<file path="src/rtl/core/rfgc_pkg.sv">
package rfgc_pkg;

  localparam int ByteW      = 8;
  localparam int GroupSize  = 8;
  localparam int GrpCntW    = $clog2(GroupSize);
  // a full group plus a one-token flush group: 1 + 8 + 1 + 1 bytes
  localparam int ObufDepth  = 11;
  localparam int ObufCntW   = $clog2(ObufDepth + 1);
  localparam int MergeDepth = GroupSize + 1;

  localparam logic [ByteW-1:0] RunCap   = 8'd255;
  localparam logic [ByteW-1:0] FlagTop  = 8'h80;

  typedef struct packed {
    logic             valid;
    logic             lit;
    logic [ByteW-1:0] payload;
  } token_t;

endpackage

</file>
<file path="src/rtl/core/rfgc_in_if.sv">
interface rfgc_in_if;
  logic                        valid;
  logic                        ready;
  logic [rfgc_pkg::ByteW-1:0]  in_byte;
  logic                        block_end;

  modport source (output valid, output in_byte, output block_end, input ready);
  modport sink   (input valid, input in_byte, input block_end, output ready);
endinterface

</file>
<file path="src/rtl/core/rfgc_out_if.sv">
interface rfgc_out_if;
  logic                        valid;
  logic                        ready;
  logic [rfgc_pkg::ByteW-1:0]  out_byte;
  logic                        last_of_item;
  logic                        stream_end;

  modport source (output valid, output out_byte, output last_of_item,
                  output stream_end, input ready);
  modport sink   (input valid, input out_byte, input last_of_item,
                  input stream_end, output ready);
endinterface

</file>
<file path="src/rtl/core/rle_flag_group_compressor_unit.sv">
// The first output byte of an item is valid in the cycle after the item is accepted.
// Items that produce no bytes are accepted back to back; an item producing N bytes (up to 11)
// holds the output port until all N have left, one byte per cycle while out_o.ready is high,
// and the next item is taken in the cycle its last byte leaves.
// Reset (rst_ni low, asynchronous): predictor, run count, group flags and counts and the
// output buffer count clear at once; no clearing pass is needed.
module rle_flag_group_compressor_unit (
  input  logic        clk_i,
  input  logic        rst_ni,
  rfgc_in_if.sink     in_i,
  rfgc_out_if.source  out_o
);

  localparam int BW = rfgc_pkg::ByteW;
  localparam int GS = rfgc_pkg::GroupSize;
  localparam int MD = rfgc_pkg::MergeDepth;
  localparam int OD = rfgc_pkg::ObufDepth;
  localparam int GW = rfgc_pkg::GrpCntW;
  localparam int OW = rfgc_pkg::ObufCntW;

  // ---------------------------------------------------------------------------
  // Compressor state
  // ---------------------------------------------------------------------------
  logic [BW-1:0] pred_q, pred_d;
  logic          pred_vld_q, pred_vld_d;
  logic [BW-1:0] run_q, run_d;          // 0 means no open run
  logic [BW-1:0] grp_pay_q [GS];        // payload slots, only slots below grp_cnt_q are valid
  logic [BW-1:0] grp_pay_d [GS];
  logic [GS-1:0] grp_flag_q, grp_flag_d; // MSB first, bits past the count stay 0
  logic [GW-1:0] grp_cnt_q, grp_cnt_d;

  // Output buffer: shifts down by one byte per pop, head at entry 0
  logic [BW-1:0] ob_q [OD];
  logic [BW-1:0] ob_d [OD];
  logic [OW-1:0] ob_cnt_q, ob_cnt_d;
  logic          end_q, end_d;

  logic accept;
  logic pop;

  assign pop       = out_o.valid && out_o.ready;
  // Take a new item once the buffer is empty or its last byte leaves now
  assign in_i.ready = (ob_cnt_q == '0) || ((ob_cnt_q == OW'(1)) && out_o.ready);
  assign accept    = in_i.valid && in_i.ready;

  assign out_o.valid        = (ob_cnt_q != '0);
  assign out_o.out_byte     = ob_q[0];
  assign out_o.last_of_item = (ob_cnt_q == OW'(1));
  assign out_o.stream_end   = (ob_cnt_q == OW'(1)) && end_q;

  // ---------------------------------------------------------------------------
  // Token generation: at most two tokens per item (closed run, then literal)
  // ---------------------------------------------------------------------------
  rfgc_pkg::token_t tok0, tok1;
  logic             hit;
  logic [BW-1:0]    run_inc;
  logic [BW-1:0]    run_nxt;
  logic [1:0]       tok_num;
  logic [GW:0]      merged_cnt;   // n + k, 0..9
  logic             full;
  logic [BW-1:0]    ext_pay [MD];
  logic             ext_lit [MD];
  logic [GS-1:0]    flag_byte;
  logic [OW-1:0]    new_ob_cnt;
  logic [GW:0]      n_ext;

  always_comb begin
    hit     = pred_vld_q && (in_i.in_byte == pred_q);
    run_inc = run_q + BW'(1);
    tok0    = '0;
    tok1    = '0;
    run_nxt = '0;
    if (hit) begin
      run_nxt = run_inc;
      if (run_inc == rfgc_pkg::RunCap) begin
        // run hit its cap: close it now
        tok0    = '{valid: 1'b1, lit: 1'b0, payload: rfgc_pkg::RunCap};
        run_nxt = '0;
      end else if (in_i.block_end) begin
        tok0    = '{valid: 1'b1, lit: 1'b0, payload: run_inc};
        run_nxt = '0;
      end
    end else if (run_q != '0) begin
      tok0 = '{valid: 1'b1, lit: 1'b0, payload: run_q};
      tok1 = '{valid: 1'b1, lit: 1'b1, payload: in_i.in_byte};
    end else begin
      tok0 = '{valid: 1'b1, lit: 1'b1, payload: in_i.in_byte};
    end
    tok_num = {1'b0, tok0.valid} + {1'b0, tok1.valid};
  end

  // Append the new tokens behind the stored group
  always_comb begin
    n_ext      = {1'b0, grp_cnt_q};
    merged_cnt = n_ext + (GW+1)'(tok_num);
    for (int i = 0; i < MD; i++) begin
      if ((GW+1)'(i) < n_ext) begin
        ext_pay[i] = grp_pay_q[i];
        ext_lit[i] = grp_flag_q[GS-1-i];
      end else if ((GW+1)'(i) == n_ext) begin
        ext_pay[i] = tok0.payload;
        ext_lit[i] = tok0.valid && tok0.lit;
      end else if ((GW+1)'(i) == n_ext + (GW+1)'(1)) begin
        ext_pay[i] = tok1.payload;
        ext_lit[i] = tok1.valid && tok1.lit;
      end else begin
        ext_pay[i] = '0;
        ext_lit[i] = 1'b0;
      end
    end
    for (int i = 0; i < GS; i++) begin
      flag_byte[GS-1-i] = ext_lit[i];
    end
    full = (merged_cnt >= (GW+1)'(GS));
    // full group: flag + 8 payloads, and on block end the one spill token as its own group
    if (full) begin
      if (in_i.block_end && (merged_cnt == (GW+1)'(GS + 1))) begin
        new_ob_cnt = OW'(OD);
      end else begin
        new_ob_cnt = OW'(GS + 1);
      end
    end else if (in_i.block_end && (merged_cnt != '0)) begin
      new_ob_cnt = OW'(merged_cnt) + OW'(1);
    end else begin
      new_ob_cnt = '0;
    end
  end

  // ---------------------------------------------------------------------------
  // Next state
  // ---------------------------------------------------------------------------
  always_comb begin
    pred_d     = pred_q;
    pred_vld_d = pred_vld_q;
    run_d      = run_q;
    grp_pay_d  = grp_pay_q;
    grp_flag_d = grp_flag_q;
    grp_cnt_d  = grp_cnt_q;
    ob_d       = ob_q;
    ob_cnt_d   = ob_cnt_q;
    end_d      = end_q;

    if (pop) begin
      for (int i = 0; i < OD - 1; i++) begin
        ob_d[i] = ob_q[i+1];
      end
      ob_cnt_d = ob_cnt_q - OW'(1);
    end

    if (accept) begin
      // output buffer load, layout is fixed: flag, 8 payloads, spill flag, spill payload
      ob_d[0] = flag_byte;
      for (int i = 0; i < GS; i++) begin
        ob_d[i+1] = ext_pay[i];
      end
      ob_d[GS+1] = ext_lit[GS] ? rfgc_pkg::FlagTop : '0;
      ob_d[GS+2] = ext_pay[GS];
      ob_cnt_d   = new_ob_cnt;
      end_d      = in_i.block_end;

      if (full) begin
        grp_pay_d[0] = ext_pay[GS];
        grp_flag_d   = ext_lit[GS] ? rfgc_pkg::FlagTop : '0;
        grp_cnt_d    = GW'(merged_cnt - (GW+1)'(GS));
      end else begin
        for (int i = 0; i < GS; i++) begin
          grp_pay_d[i] = ext_pay[i];
        end
        grp_flag_d = flag_byte;
        grp_cnt_d  = merged_cnt[GW-1:0];
      end
      run_d = run_nxt;
      if (!hit) begin
        pred_d     = in_i.in_byte;
        pred_vld_d = 1'b1;
      end

      if (in_i.block_end) begin
        // block done: predictor, run count, group flags and group count back to reset values
        pred_d     = '0;
        pred_vld_d = 1'b0;
        run_d      = '0;
        grp_flag_d = '0;
        grp_cnt_d  = '0;
      end
    end
  end

  always_ff @(posedge clk_i or negedge rst_ni) begin
    if (!rst_ni) begin
      pred_q     <= '0;
      pred_vld_q <= 1'b0;
      run_q      <= '0;
      grp_flag_q <= '0;
      grp_cnt_q  <= '0;
      ob_cnt_q   <= '0;
      end_q      <= 1'b0;
    end else begin
      pred_q     <= pred_d;
      pred_vld_q <= pred_vld_d;
      run_q      <= run_d;
      grp_flag_q <= grp_flag_d;
      grp_cnt_q  <= grp_cnt_d;
      ob_cnt_q   <= ob_cnt_d;
      end_q      <= end_d;
    end
  end

  // payload storage, no reset needed
  always_ff @(posedge clk_i) begin
    grp_pay_q <= grp_pay_d;
    ob_q      <= ob_d;
  end

  // ---------------------------------------------------------------------------
  // Assertions
  // ---------------------------------------------------------------------------
  a_obuf_bound: assert property (@(posedge clk_i) disable iff (!rst_ni)
    ob_cnt_q <= OW'(OD))
    else $error("output buffer count out of range");

  a_run_below_cap: assert property (@(posedge clk_i) disable iff (!rst_ni)
    run_q != rfgc_pkg::RunCap)
    else $error("open run reached cap without closing");

  a_flags_clean: assert property (@(posedge clk_i) disable iff (!rst_ni)
    (grp_flag_q & (8'hFF >> grp_cnt_q)) == '0)
    else $error("flag bit set past group count");

  a_no_overrun: assert property (@(posedge clk_i) disable iff (!rst_ni)
    accept |-> (ob_cnt_q == '0) || (pop && (ob_cnt_q == OW'(1))))
    else $error("item accepted over pending output");

  a_end_clears: assert property (@(posedge clk_i) disable iff (!rst_ni)
    (accept && in_i.block_end) |=> (grp_cnt_q == '0) && !pred_vld_q && (run_q == '0))
    else $error("block end did not clear state");

endmodule

</file>
<file path="src/flat_wrapper.sv">
// flat-port wrapper written by rule: the top's interface ports become plain ports
module rle_flag_group_compressor_unit_flat 
  (clk_i, rst_ni, in_i_valid, in_i_in_byte, in_i_block_end, in_i_ready, out_o_valid, out_o_out_byte, out_o_last_of_item, out_o_stream_end, out_o_ready);
  rfgc_in_if in_i_i ();
  rfgc_out_if out_o_i ();
  input  logic clk_i;
  input  logic rst_ni;
  input wire logic [$bits(in_i_i.valid)-1:0] in_i_valid;
  input wire logic [$bits(in_i_i.in_byte)-1:0] in_i_in_byte;
  input wire logic [$bits(in_i_i.block_end)-1:0] in_i_block_end;
  output wire logic [$bits(in_i_i.ready)-1:0] in_i_ready;
  output wire logic [$bits(out_o_i.valid)-1:0] out_o_valid;
  output wire logic [$bits(out_o_i.out_byte)-1:0] out_o_out_byte;
  output wire logic [$bits(out_o_i.last_of_item)-1:0] out_o_last_of_item;
  output wire logic [$bits(out_o_i.stream_end)-1:0] out_o_stream_end;
  input wire logic [$bits(out_o_i.ready)-1:0] out_o_ready;
  assign in_i_i.valid = in_i_valid;
  assign in_i_i.in_byte = in_i_in_byte;
  assign in_i_i.block_end = in_i_block_end;
  assign in_i_ready = in_i_i.ready;
  assign out_o_valid = out_o_i.valid;
  assign out_o_out_byte = out_o_i.out_byte;
  assign out_o_last_of_item = out_o_i.last_of_item;
  assign out_o_stream_end = out_o_i.stream_end;
  assign out_o_i.ready = out_o_ready;
  rle_flag_group_compressor_unit u_core (.clk_i(clk_i), .rst_ni(rst_ni), .in_i(in_i_i), .out_o(out_o_i));
endmodule
</file>
<file path="config.mk">
export PLATFORM = sky130hd
export DESIGN_NAME = rle_flag_group_compressor_unit_flat
export DESIGN_NICKNAME = d
export VERILOG_FILES = /design/src/rtl/core/rfgc_pkg.sv /design/src/rtl/core/rfgc_in_if.sv /design/src/rtl/core/rfgc_out_if.sv /design/src/rtl/core/rle_flag_group_compressor_unit.sv /design/src/flat_wrapper.sv
export SDC_FILE = /design/constraint.sdc
export NUM_CORES = 1
export LEC_CHECK = 0
export BUFFER_PORTS_ARGS = -buffer_cell sky130_fd_sc_hd__clkbuf_2
export CAP_MARGIN = 20
export CELL_PAD_IN_SITES_DETAIL_PLACEMENT = 1
export CELL_PAD_IN_SITES_GLOBAL_PLACEMENT = 1
export CORE_MARGIN = 5
export CORE_UTILIZATION = 30
export CTS_CLUSTER_SIZE = 8
export DETAILED_ROUTE_END_ITERATION = 8
export PLACE_DENSITY = 0.64
export SKIP_LAST_GASP = 1
export SLEW_MARGIN = 20
export SYNTH_ARGS = -nofsm -noshare
export SYNTH_HDL_FRONTEND = slang
export SYNTH_SLANG_ARGS = --single-unit
</file>
<file path="constraint.sdc">
create_clock -name clk_i -period 5.6 [get_ports clk_i]
set_input_delay 0.28 -clock clk_i [delete_from_list [all_inputs] [get_ports clk_i]]
set_output_delay 0.28 -clock clk_i [all_outputs]
set_load 0.005 [all_outputs]
</file>
==> flow_summary.toml <==
[run_status]
status = "completed"

[clock_tree]
cts_tree = "done"
clock-sinks = 176
root_buffer = "clkbuf_16"
cts_buffers = 17
cts_max_path_buffers = 2
clock_latency_ns = 0.45
htreeDepth = 4
clk_pin_slew_ns = 0.08

[layout]
multi_input_area_um2 = 4070
final_cell_area_um2 = 10600
final_layout_size_suffix_gt1_share_pct = 11.7
layout.nets = 952
area_growth_pct = 10.9
antenna_cells = 0
seqCellArea_um2 = 5120
fillers = 3549
final_cell_count_no_fill = 1342

[drt]
drc = 0
num_vias = 7743
first_pass_iters = 5
wl_um = 30900
wl_per_cell_um = 23.0
detail_route.iter0.violations = 672
viasPerCell = 5.77
postRouteAntennaNets = 0

[sta]
tightest_slew_ns = 1.09
hold_viol = 0
max_freq_mhz = 238
timing.setup.tns_ns = 0
fin_crit_ns = 4.19
setup_violations = 0
period_share_pct = 74.9
skew_ns = 0.0231
maxSlewViolCount = 0
slew-limit-headroom_pct = 26.9
setup_ws_ns = 1.41
rsz0062_at_grt = "false"

[synthesis]
synthCells = 947
avgSynthCellArea_um2 = 10.1
ys.flop_type = "edfxtp_1"
syn_nets = 972
synth-seq-cells = 176
seq_area_frac_synth_pct = 53.5
syn_area_um2 = 9570
synth_edf_count = 144
async_flop_share_pct = 18.2
ys_warn_count = 0
synth.distinct_cells = 75

[place]
dpl_worst_slack_ns = 1.52
place_area_um2 = 10000
place.port_buffers = 24
gp_congestion = 0.879
hpwl_um = 20100
placed_cells = 1309

[die]
die_height_um = 189
die_w_um = 189
core_um2 = 31600
initial_core_util_pct = 30.3
pin_count = 25
dieArea_um2 = 35600
rows = 65

[critical_path]
cp_data_required_time_ns = 5.97
critical_path_arrival_ns = 4.56
crit_type = "reg -> reg"
critPathMaxFanout = 12
crit_path_start_kind = "flip-flop"
critical_path.endpoint_type = "flip-flop"

[power_and_ir_drop]
p_leak_nw = 3.78
power_mw = 5.04
power.density_nw_per_um2 = 475
ir_worst_vdd_mv = 0.262

[grt]
grt_pass1_vias = 7757
grt-ovfl-total = 0
grt_pass1_wl_um = 47800
antenna_found_initial = 0
grt_max_degree = 65
grt_use_total_pct = 17.3

[job]
timing.max_cap.violations = 0

[hold_path]
hold_class = "in -> reg"
==> routing by layer <==
metal  share of wire [%]  vias to the layer above  global-route usage [%]
li1                    -                     3536                       -
met1                  47                     3967                    24.6
met2                  46                      200                    26.8
met5                   0                        -                       0
met3                 4.7                       40                    3.00
met4                 2.4                        0                    5.44
==> where the power goes <==
group | switching [mW] | total [mW] | internal (mW)
clock network | 0.560 | 1.22 | 0.656
registers | 0.160 | 2.00 | 1.85
logic | 1.23 | 1.82 | 0.587
total | 1.95 | 5.04 | 3.09
==> layout by cell type (no fill, tap or decap), types with 11 or more instances in the layout <==
cell         n
and2_1      23
buf_4       18
o21ai_0     38
a31oi_1     34
dfrtp_1     32
a221oi_1    12
ha_1        11
edfxtp_1   144
clkbuf_2    24
nand3_1     22
a22oi_1     26
mux2_2      12
nand2_1    117
nor2_1      98
o31ai_1     14
nor3_1      24
a21oi_1     76
inv_1       13
clkbuf_16   20
==> registers in the layout (all words and copies together), names as in the netlist <==
name                   count
u_core.run_q               8
u_core.ob_cnt_q            4
u_core.ob_q               80
u_core.out_o.out_byte      8
u_core.grp_flag_q          7
u_core.pred_q              8
u_core.end_q               1
u_core.pred_vld_q          1
u_core.grp_pay_q          56
u_core.grp_cnt_q           3
==> worst max-delay path, stage by stage, from the launching register on <==
cell     delay, ns
dfrtp_1       0.50
inv_1         0.20
ha_1          0.19
or4b_2        0.69
nor2_2        0.50
nor2_1        0.13
fa_1          0.44
nand2_1       0.43
nand3_1       0.38
nor2_1        0.37
a32o_1        0.21
a31o_2        0.09
==> synth_stat cells (3+ instances only) <==
library cell / count / area, um2
a211o_1: 3 / 26.3
a211oi_1: 9 / 67.6
a21o_1: 5 / 37.5
a21oi_1: 76 / 380
a221o_1: 7 / 70.1
a221oi_1: 12 / 105
a22o_1: 10 / 87.6
a22oi_1: 26 / 195
a31o_2: 3 / 26.3
a31oi_1: 34 / 213
a32o_1: 7 / 70.1
a32oi_1: 6 / 52.6
and2_1: 23 / 144
and3_1: 10 / 62.6
buf_1: 4 / 15.0
buf_2: 4 / 20.0
buf_4: 8 / 60.1
clkbuf_1: 65 / 244
dfrtp_1: 32 / 801
edfxtp_1: 144 / 4320
ha_1: 11 / 138
inv_1: 15 / 56.3
mux2_2: 12 / 135
mux2i_1: 3 / 30.0
nand2_1: 117 / 439
nand3_1: 23 / 115
nand3b_1: 3 / 22.5
nand4_1: 9 / 56.3
nor2_1: 99 / 372
nor2b_1: 3 / 18.8
nor3_1: 25 / 125
nor4_1: 3 / 18.8
o211ai_1: 7 / 52.6
o21a_1: 8 / 60.1
o21ai_0: 38 / 190
o22ai_1: 3 / 18.8
o31ai_1: 14 / 105
o41ai_1: 4 / 35.0
or2_2: 3 / 18.8
or3_1: 5 / 31.3
xnor2_1: 9 / 78.8
xor2_1: 4 / 35.0
==> final cells by class <==
type                            instances  area share (%)
Sequential cell                       176            48.3
Clock buffer                           21            4.75
Inverter                               15           0.554
Timing Repair Buffer                   43            2.50
Multi-Input combinational cell        674            38.3
Tap cell                              402            4.74
Clock inverter                         11           0.872
==> metrics by stage <==
step | hold slack, ns | util (%)
4_1_cts | 0.310 | 33.6
6_report | 0.315 | 33.6
3_3_place_gp | 0.447 | 31.7
5_1_grt | 0.333 | 33.6
2_1_floorplan | -0.0156 | -
3_5_place_dp | 0.445 | 31.7
==> kinds of logic after synthesis <==
logic type,after synthesis,share of synthesized area (%)
flip-flops,176,53.5
AO/OA/AOI/OAI,298,21.3
multiplexers,16,1.88
AND/OR/NAND/NOR,335,16.2
adder cells (fa/ha/maj),12,1.65
XOR/XNOR,13,1.19
buffers and inverters,97,4.25
==> timing repair <==
action                    4_1_cts  5_1_grt
hold buffers                    1        0
hold endpoints to repair       32        0
gates resized for setup         0        0
buffers inserted                0        0
==> path summary, 6_finish.rpt <==
kind | from | end | slack [ns] | depth (start not counted)
setup / recovery | u_core.run_q[0] | u_core.grp_flag_q[7] | 1.41 | 11
hold reg to reg | u_core.grp_flag_q[5] | u_core.grp_flag_q[5] | 0.48 | 2
setup reg to reg | u_core.run_q[0] | u_core.grp_flag_q[7] | 1.41 | 11
min in group asynchronous | rst_ni | u_core.pred_q[6] | 0.47 | 2
hold / removal | in_i_in_byte[7] | u_core.pred_q[7] | 0.31 | 4
max in group asynchronous | rst_ni | u_core.grp_cnt_q[1] | 4.54 | 2
(Power assumes the default switching activity.)
